**src/design/sasc_pkg.sv**
```systemverilog
// ----------------------------------------------------------------------------
// sasc_pkg
// shared types and constants of the spin axis stability check
// ----------------------------------------------------------------------------
package sasc_pkg;

	typedef enum logic [1:0] {
		VERDICT_STABLE     = 2'd0,
		VERDICT_UNSTABLE   = 2'd1,
		VERDICT_DEGENERATE = 2'd2
	} verdict_t;

	localparam logic [2:0] CFG_INERTIA0  = 3'd0;
	localparam logic [2:0] CFG_INERTIA1  = 3'd1;
	localparam logic [2:0] CFG_INERTIA2  = 3'd2;
	localparam logic [2:0] CFG_TOLERANCE = 3'd3;
	localparam logic [2:0] CFG_THRESHOLD = 3'd4;

	typedef struct packed {
		logic [31:0] inertia0;
		logic [31:0] inertia1;
		logic [31:0] inertia2;
		logic [31:0] tolerance;
		logic [31:0] threshold;
	} cfg_t;

	// kind UNSTABLE here means "candidate, decided by the threshold"
	typedef struct packed {
		verdict_t    kind;
		logic [63:0] w2;
		logic [63:0] p;
		logic [63:0] den;
	} work_t;

	typedef struct packed {
		logic full;
		logic empty;
	} q_status_t;

endpackage

```
**src/design/sasc_queue.sv**
```systemverilog
// ----------------------------------------------------------------------------
// sasc_queue
// short fifo between the front and the back
// ----------------------------------------------------------------------------
module sasc_queue import sasc_pkg::*; #(
	parameter int DEPTH = 4
) (
	input  logic      clk,
	input  logic      arst_n,
	input  logic      push,
	input  work_t     push_data,
	input  logic      pop,
	output work_t     pop_data,
	output q_status_t status
);

	localparam int PTR_W = (DEPTH > 1) ? $clog2(DEPTH) : 1;
	localparam int CNT_W = $clog2(DEPTH + 1);
	localparam logic [PTR_W-1:0] LAST = PTR_W'(DEPTH - 1);

	work_t            mem_q [DEPTH];
	logic [PTR_W-1:0] wr_ptr_q, rd_ptr_q;
	logic [CNT_W-1:0] count_q;
	logic             do_push, do_pop;

	assign status.full  = (count_q == CNT_W'(DEPTH));
	assign status.empty = (count_q == '0);
	assign do_push = push && !status.full;
	assign do_pop  = pop && !status.empty;
	assign pop_data = mem_q[rd_ptr_q];

	always_ff @(posedge clk or negedge arst_n) begin
		if (!arst_n) begin
			wr_ptr_q <= '0;
			rd_ptr_q <= '0;
			count_q  <= '0;
		end else begin
			if (do_push) begin
				wr_ptr_q <= (wr_ptr_q == LAST) ? '0 : wr_ptr_q + PTR_W'(1);
			end
			if (do_pop) begin
				rd_ptr_q <= (rd_ptr_q == LAST) ? '0 : rd_ptr_q + PTR_W'(1);
			end
			if (do_push && !do_pop) begin
				count_q <= count_q + CNT_W'(1);
			end else if (do_pop && !do_push) begin
				count_q <= count_q - CNT_W'(1);
			end
		end
	end

	always_ff @(posedge clk) begin
		if (do_push) begin
			mem_q[wr_ptr_q] <= push_data;
		end
	end

endmodule

```
**config.mk**
```make
export PLATFORM = sky130hd
export DESIGN_NAME = sasc_queue
export DESIGN_NICKNAME = d
export VERILOG_FILES = /design/src/design/sasc_pkg.sv /design/src/design/sasc_queue.sv
export SDC_FILE = /design/constraint.sdc
export NUM_CORES = 1
export LEC_CHECK = 0
export BUFFER_PORTS_ARGS = -buffer_cell sky130_fd_sc_hd__buf_2
export CAP_MARGIN = 10
export CORE_MARGIN = 4
export CORE_UTILIZATION = 57
export DETAILED_ROUTE_END_ITERATION = 10
export GPL_TIMING_DRIVEN = 0
export HOLD_SLACK_MARGIN = 0.05
export PLACE_DENSITY = 0.9
export REMOVE_ABC_BUFFERS = 1
export SLEW_MARGIN = 20
export SYNTH_ARGS = -nofsm -noshare
export SYNTH_HDL_FRONTEND = slang
export SYNTH_SLANG_ARGS = --single-unit
```
**constraint.sdc**
```tcl
create_clock -name clk -period 11.3 [get_ports clk]
set_input_delay 0.565 -clock clk [delete_from_list [all_inputs] [get_ports clk]]
set_output_delay 0.565 -clock clk [all_outputs]
set_load 0.1 [all_outputs]
```
==> results.json, run 1 <==
{
  "arrival_ns": 2.87,
  "finalSetupViolCount": 0,
  "clk_pin_slew_worst_paths_ns": 0.06,
  "finalCritPeriodShare_pct": 30.4,
  "vias": 13300,
  "final_area_sq_um": 34300,
  "tritoncts": "built",
  "slew_violations": 0,
  "grt_pass1_wl_um": 93100,
  "dieWidth_um": 232,
  "die_y_um": 232,
  "synth_seq_cells": 783,
  "skew_ns": 0.0188,
  "finalHoldViolCount": 0,
  "synth_top_area_share_pct": 81.7,
  "fmax_mhz": 291,
  "dr.first_iter.drc_count": 1013,
  "initial_core_util_pct": 58.0,
  "rsz0062_at_grt": "no",
  "status": "finished, final reports clean",
  "r2r_start": "count_q[2]$_DFFE_PN0P_",
  "layout_setup_ws_ns": 7.86,
  "placed_cell_area_sq_um": 31800,
  "synthTopCellsByArea": "edfxtp_1 82%, mux4_2 14%, mux4_1 2.0%",
  "synth_edf_count": 776,
  "core_area_sq_um": 49200,
  "finalCriticalPeriod_ns": 3.44,
  "postCtsSetupBuffers": 0,
  "seqCellArea_sq_um": 23500,
  "async_flop_share_pct": 0.894,
  "tightest_slew_ns": 0.634,
  "clock_latency_ns": 0.61,
  "first_global_vias": 14500,
  "drcViolationCount": 0,
  "cts_root_buf": "clkbuf_16",
  "grt_overflow": 0,
  "synth_flop_cell": "edfxtp_1",
  "port_buffers": 393,
  "worstPathRequired_ns": 10.74,
  "die_area_sq_um": 53700,
  "wl_per_cell_um": 27.3,
  "cts_sinks": 783,
  "yosysMostFrequentCell": "edfxtp_1",
  "clock_path_buffers": 3,
  "viasPerCell": 5.88,
  "ioPinCount": 394,
  "final_cells": 2259,
  "nFillCells": 2735,
  "gp_congestion": 0.723,
  "startpoint": "rd_ptr_q[0]$_DFFE_PN0P_",
  "syn_inst": 1051,
  "grt_antenna_before_repair": 17,
  "ys_types": 22,
  "dp_slack_ns": 8.32,
  "grtUsageTotal_pct": 23.5,
  "layout.nets": 1722,
  "drt_first_pass_iters": 5,
  "hold_ws_ns": 0.165,
  "syn_to_final_growth_pct": 20.4,
  "crit_type": "reg2out",
  "drv_cap": 0,
  "layout-drive-gt1-share_pct": 45.4,
  "critPathLaunchType": "register",
  "rows": 81,
  "cp-end-kind": "primary output",
  "synth_area_sq_um": 28500,
  "ys_seq_area_share_pct": 82.4,
  "hold_buffers": 1,
  "worstHoldStart": "push_data[54]",
  "hp-class": "in2reg",
  "ant_nets": 0,
  "drt_wl_total_um": 61800,
  "dpl.hpwl_um": 36900,
  "grt_max_degree": 51,
  "cts-resized-gates": 0,
  "yosys_warnings": 0,
  "netlist_top_cells_count": "776 x edfxtp_1, 172 x mux4_2, 22 x buf_2, 22 x mux4_1, 15 x buf_6",
  "slew_headroom_pct": 57.6,
  "multi_input_area_sq_um": 4710,
  "htreeDepth": 3,
  "yosysTopAreaCell": "edfxtp_1",
  "crit_fanout": 33,
  "dp.cells": 2100,
  "avgSynthCellArea_sq_um": 27.1,
  "cts_buffers": 78
}
==> routing by layer <==
metal / share of wire (%) / routed length (um) / GRT usage (%) / up-vias
met5: 0.14 / 89 / 0 / -
met4: 3.3 / 2050 / 8.20 / 14
met3: 8.7 / 5360 / 7.06 / 148
met2: 54 / 33100 / 40.1 / 605
met1: 34 / 21100 / 29.1 / 6959
li1: - / - / - / 5563
==> cells by family (layout without fill, tap and decap cells) <==
kind of cell / after synthesis / count (layout) / share of synthesized area (%)
buffers and inverters: 47 / 577 / 1.19
DFF: 783 / 783 / 82.4
muxes: 198 / 198 / 15.8
adders and majority gates: 7 / 7 / 0.334
other: 0 / 14 / 0
AOI/OAI and AO/OA: 2 / 2 / 0.0527
and+or+nand+nor: 11 / 11 / 0.202
xor gates and xnor gates: 3 / 3 / 0.0922
==> stage by stage <==
step | setup TNS, ns | util [%]
after global placement | -1011.04 | 63.0
after detailed placement | 0 | 64.7
after global routing | 0 | 69.8
after floorplan | 0 | -
after CTS | 0 | 69.8
final | 0 | 69.8
==> worst max-delay path: stages (launching register included) <==
cell	delay, ns
dfrtp_4	0.70
buf_16	0.28
buf_16	0.28
mux4_2	0.62
buf_2	0.33
==> cells in the final DEF (no fill, tap or decap), types with 2 or more instances in the layout <==
master        n
edfxtp_1    776
buf_2       393
mux4_2      172
clkbuf_16    80
mux4_1       22
buf_12       22
clkinv_1     20
clkbuf_1     17
diode_2      14
buf_16       13
clkinv_2     10
ha_1          6
bufinv_16     6
inv_6         5
dfrtp_1       5
mux2_2        4
inv_1         3
and2_4        3
clkinvlp_4    3
nor3_1        2
nor2_1        2
xor2_1        2
dfrtp_4       2
==> registers in the layout, summed over array words and instances, names as in the netlist <==
signal,count
count_q,3
rd_ptr_q,2
wr_ptr_q,2
mem_q,776
==> final cells by class <==
type                       count  area share, %
antenna                       14          0.102
clock buffer                  97           6.02
clock inverter                47           1.19
inverter                       3         0.0328
multi-input combinational    221           13.7
sequential                   783           68.4
tap                          664           2.42
timing repair buffer         430           8.13
==> final timing paths <==
kind                                           endpoint  slack [ns]  cells past startpoint
max in group asynchronous       rd_ptr_q[0]$_DFFE_PN0P_       10.74                      2
worst max register to register   mem_q[2][19]$_DFFE_PP_        8.37                      6
worst min-delay path             mem_q[0][54]$_DFFE_PP_        0.17                      1
worst max-delay path                       pop_data[30]        7.86                      4
worst min register to register   count_q[2]$_DFFE_PN0P_        0.56                      1
min in group asynchronous        count_q[2]$_DFFE_PN0P_        0.37                      2
Power of run 1 is left out: the tool's default activity adds up to more than one toggle a clock period on the data nets, which glitch-free logic cannot reach.
==> run 2: changes to the inputs <==
==> constraint.sdc (replaced) <==
create_clock -name clk -period 3.5 [get_ports clk]
set_input_delay 0.175 -clock clk [delete_from_list [all_inputs] [get_ports clk]]
set_output_delay 0.175 -clock clk [all_outputs]
set_load 0.1 [all_outputs]
==> run 2 against run 1 <==
Net effect: first-iteration DRC count rose by 15%; sequential share of layout area fell by 3.6 points; highest routed layer unchanged; register-to-register slack got worse by 7.8 ns.
==> results.json, run 2 (synthesized netlist as in run 1, its figures left out) <==
{
  "status": "finished, final reports clean",
  "grt_antenna_before_repair": 4,
  "tightest_slew_ns": 0.597,
  "largest-register": "mem_q",
  "drcViolationCount": 0,
  "cts_buffers": 78,
  "dr.first_iter.drc_count": 1166,
  "seqCellArea_sq_um": 23500,
  "r2r-end": "mem_q[2][95]$_DFFE_PP_",
  "nFillCells": 2535,
  "grt_pass1_wl_um": 104000,
  "grtUsageTotal_pct": 26.4,
  "hold_buffers": 197,
  "hp-class": "in2reg",
  "htreeDepth": 3,
  "startpoint": "rd_ptr_q[0]$_DFFE_PN0P_",
  "crit_type": "reg2out",
  "largest_reg_flops": 776,
  "cp-end-kind": "primary output",
  "final_core_util_pct": 73.8,
  "finalHoldViolCount": 0,
  "arrival_ns": 2.94,
  "clock_path_buffers": 3,
  "drt_wl_total_um": 69100,
  "skew_ns": 0.0212,
  "postCtsSetupBuffers": 0,
  "grt_max_degree": 51,
  "cts_root_buf": "clkbuf_16",
  "slew_headroom_pct": 60.1,
  "path_buf_inv": 3,
  "min_to": "mem_q[3][86]$_DFFE_PP_",
  "multi_input_area_sq_um": 4710,
  "slew_violations": 0,
  "slowest_stage": "dfrtp_4",
  "clk_pin_slew_worst_paths_ns": 0.06,
  "grt_overflow": 0,
  "dpl.hpwl_um": 36900,
  "worstHoldStart": "push",
  "final_common_cell": "edfxtp_1",
  "worstPathRequired_ns": 3.32,
  "hold_path_depth": 3,
  "finalCritPeriodShare_pct": 89.0,
  "rsz0062_at_grt": "no",
  "drt_first_pass_iters": 5,
  "tritoncts": "built",
  "port_buffers": 393,
  "ant_nets": 0,
  "die_y_um": 232,
  "first_global_vias": 15700,
  "syn_to_final_growth_pct": 27.2,
  "clock_latency_ns": 0.61,
  "initial_core_util_pct": 58.0,
  "die_area_sq_um": 53700,
  "critPathLaunchType": "register",
  "ioPinCount": 394,
  "rows": 81,
  "cts_sinks": 783,
  "tns_ns": 0,
  "largestRegisters": "mem_q x776, count_q x3",
  "slowest_delay_ns": 0.71,
  "fmax_mhz": 321,
  "r2r_start": "count_q[2]$_DFFE_PN0P_",
  "gp_congestion": 0.723,
  "layout.nets": 1918,
  "vias": 14400,
  "crit_fanout": 33,
  "finalCriticalPeriod_ns": 3.11,
  "worst_path_most_repeated_cell": "buf_16",
  "viasPerCell": 5.90,
  "finalSetupViolCount": 0,
  "layout_common_cells": "776 x edfxtp_1, 393 x buf_2, 197 x dlygate4sd3_1",
  "cts-resized-gates": 0,
  "layout-drive-gt1-share_pct": 40.4,
  "crit_family": "buffers and inverters",
  "core_area_sq_um": 49200,
  "rr_worst_depth": 6,
  "r2r_slack_ns": 0.60,
  "worstPathCellList": "buf_16, buf_16, mux4_2, buf_2",
  "drv_cap": 0,
  "dieWidth_um": 232,
  "wl_per_cell_um": 28.3
}
## run 2: metrics by stage
step                      instance area, sq um  hold WS [ns]  setup slack, ns  std cells
after floorplan                          28200        -0.121            -7.12       1007
after global placement                   31000        0.0116           -12.11       2064
after detailed placement                 31800        0.0245            0.605       2100
after CTS                                36300        0.0652            0.332       2441
after global routing                     36300        0.0955            0.230       2443
final                                    36300         0.106            0.386       2443
## run 2: worst max-delay path by stage
stage                                  endpoint  slack, ns  depth (start not counted)
after detailed placement  mem_q[2][4]$_DFFE_PP_       0.61                          6
final                              pop_data[30]       0.39                          4
after global placement    mem_q[3][4]$_DFFE_PP_     -12.11                          3
after global routing               pop_data[30]       0.23                          4
after CTS                          pop_data[30]       0.33                          4
after floorplan           mem_q[3][0]$_DFFE_PP_      -7.12                          2
## run 2: final cells by class
cell class	instances	area share, %
flip-flops and latches	783	64.8
repair buffers	626	13.1
multi-input cells	221	13.0
clock buffers	97	5.70
well taps	664	2.29
clock inverters	47	1.12
inverters	3	0.0311
diodes	2	0.0138
## run 2: routing by layer
metal	vias up	wire length, um	global-route usage [%]
met1	7463	23000	32.1
met4	4	2670	9.10
met2	830	37500	46.5
met3	161	5950	6.67
li1	5947	-	-
met5	-	23	0
## run 2: tightest hold or removal path, stage by stage
cell and delay [ns]:
buf_2 0.13, nand2_1 0.11, nor2_4 0.12
Power of run 2 is left out for the same reason.
==> run 3: changes to the inputs <==
--- a/config.mk
+++ b/config.mk
@@ -7,7 +7,6 @@
 export LEC_CHECK = 0
 export BUFFER_PORTS_ARGS = -buffer_cell sky130_fd_sc_hd__buf_2
 export CAP_MARGIN = 10
-export CORE_MARGIN = 4
 export CORE_UTILIZATION = 57
 export DETAILED_ROUTE_END_ITERATION = 10
 export GPL_TIMING_DRIVEN = 0
==> run 3 against run 2 <==
Net effect: final area barely moved; die area is 5.1% lower; clock skew down 0.0019 ns; highest routed layer unchanged.
==> results.json, run 3 (synthesized netlist as in run 1, its figures left out) <==
{
  "dr.first_iter.drc_count": 1304,
  "dp.cells": 2096,
  "critPathLaunchType": "register",
  "drt_first_pass_iters": 5,
  "tightest_slew_ns": 0.691,
  "layout.nets": 1913,
  "gp_congestion": 0.725,
  "multi_input_area_sq_um": 4710,
  "die_area_sq_um": 50900,
  "worstPathRequired_ns": 3.32,
  "crit_type": "reg2out",
  "tritoncts": "built",
  "hp-class": "in2reg",
  "layout-drive-gt1-share_pct": 40.4,
  "finalCriticalPeriod_ns": 3.29,
  "largestRegisters": "mem_q x776, count_q x3",
  "crit_fanout": 35,
  "dieWidth_um": 226,
  "finalCritPeriodShare_pct": 94.1,
  "wl_per_cell_um": 28.3,
  "finalSetupViolCount": 0,
  "rows": 81,
  "syn_to_final_growth_pct": 27.1,
  "slew_headroom_pct": 53.8,
  "clock_latency_ns": 0.60,
  "initial_core_util_pct": 58.0,
  "status": "finished, final reports clean",
  "clk_pin_slew_worst_paths_ns": 0.07,
  "cts_root_buf": "clkbuf_16",
  "port_buffers": 393,
  "seqCellArea_sq_um": 23500,
  "dpl.hpwl_um": 36300,
  "final_cells": 2432,
  "vias": 14400,
  "slew_violations": 0,
  "ioPinCount": 394,
  "die_y_um": 226,
  "arrival_ns": 3.12,
  "skew_ns": 0.0193,
  "first_global_vias": 15400,
  "rsz0062_at_grt": "no",
  "grt_max_degree": 52,
  "grtUsageTotal_pct": 27.6,
  "grt_antenna_before_repair": 6,
  "htreeDepth": 3,
  "drv_cap": 0,
  "cts-resized-gates": 0,
  "layout_common_cells": "776 x edfxtp_1, 393 x buf_2, 197 x dlygate4sd3_1",
  "cts_sinks": 783,
  "finalHoldViolCount": 0,
  "viasPerCell": 5.94,
  "cts_buffers": 76,
  "grt_pass1_wl_um": 100000,
  "nFillCells": 2557,
  "cp-end-kind": "primary output",
  "grt_overflow": 0,
  "largest-register": "mem_q",
  "fmax_mhz": 304,
  "largest_reg_flops": 776,
  "core_area_sq_um": 49200,
  "clock_path_buffers": 3,
  "ant_nets": 0,
  "drcViolationCount": 0,
  "final_common_cell": "edfxtp_1",
  "drt_wl_total_um": 68900
}
-- run 3: cell count changes in the layout (fill, tap and decap cells not counted), sizes merged --
cell / before / now
clkinv: 32 / 27
clkinvlp: 3 / 2
diode: 2 / 5
buf: 429 / 426
bufinv: 6 / 5
inv: 9 / 4
clkbuf: 97 / 98
-- run 3: cell type report --
class / instances / area share (%)
antenna: 5 / 0.0345
clock buffer: 98 / 5.83
clock inverter: 35 / 0.839
inverter: 3 / 0.0311
multi-input combinational: 221 / 13.0
sequential: 783 / 64.8
tap: 664 / 2.29
timing repair buffer: 623 / 13.2
-- run 3: path summary, 6_finish.rpt --
path,to,slack [ns],depth (start not counted),start
setup / recovery,pop_data[173],0.21,5,rd_ptr_q[0]$_DFFE_PN0P_
hold / removal,mem_q[3][44]$_DFFE_PP_,0.12,3,push
setup reg to reg,mem_q[2][40]$_DFFE_PP_,0.74,5,count_q[2]$_DFFE_PN0P_
hold reg to reg,wr_ptr_q[1]$_DFFE_PN0P_,0.58,1,wr_ptr_q[1]$_DFFE_PN0P_
max in group asynchronous,rd_ptr_q[0]$_DFFE_PN0P_,2.57,3,arst_n
min in group asynchronous,count_q[2]$_DFFE_PN0P_,0.61,3,arst_n
-- run 3: what timing repair did --
item | in CTS | in global routing
endpoints found under the setup margin | 1 | 0
endpoints found under the hold margin | 785 | 0
setup buffers | 1 | 0
hold buffers | 197 | 0
-- run 3: per-layer routing --
| layer | GRT usage (%) | part of all wire, % | routed length [um] | vias up |
|---|---|---|---|---|
| met5 | 0 | 0.019 | 13 | - |
| met4 | 11.4 | 3.8 | 2610 | 2 |
| met3 | 6.30 | 8.1 | 5570 | 144 |
| met2 | 48.3 | 53 | 36700 | 835 |
| met1 | 33.3 | 35 | 24100 | 7520 |
| li1 | - | - | - | 5934 |
-- run 3: worst max-delay path, cell delays in order (launching register included) --
cell,delay (ns)
dfrtp_4,0.65
buf_16,0.28
buf_16,0.28
buf_16,0.30
mux4_2,0.59
buf_2,0.32
-- run 3: through the flow --
stage                     setup slack [ns]  util, %  hold slack (ns)   TNS, ns  instance area [sq um]
final                                0.207     73.7            0.123         0                  36200
after global routing                0.0352     73.7            0.112         0                  36200
after CTS                            0.137     73.7           0.0823         0                  36200
after detailed placement             0.686     64.7           0.0220         0                  31800
after global placement              -12.35     63.0           0.0119  -7437.93                  31000
after floorplan                      -7.12        -           -0.121  -4230.50                  28200
Power of run 3 is left out for the same reason.
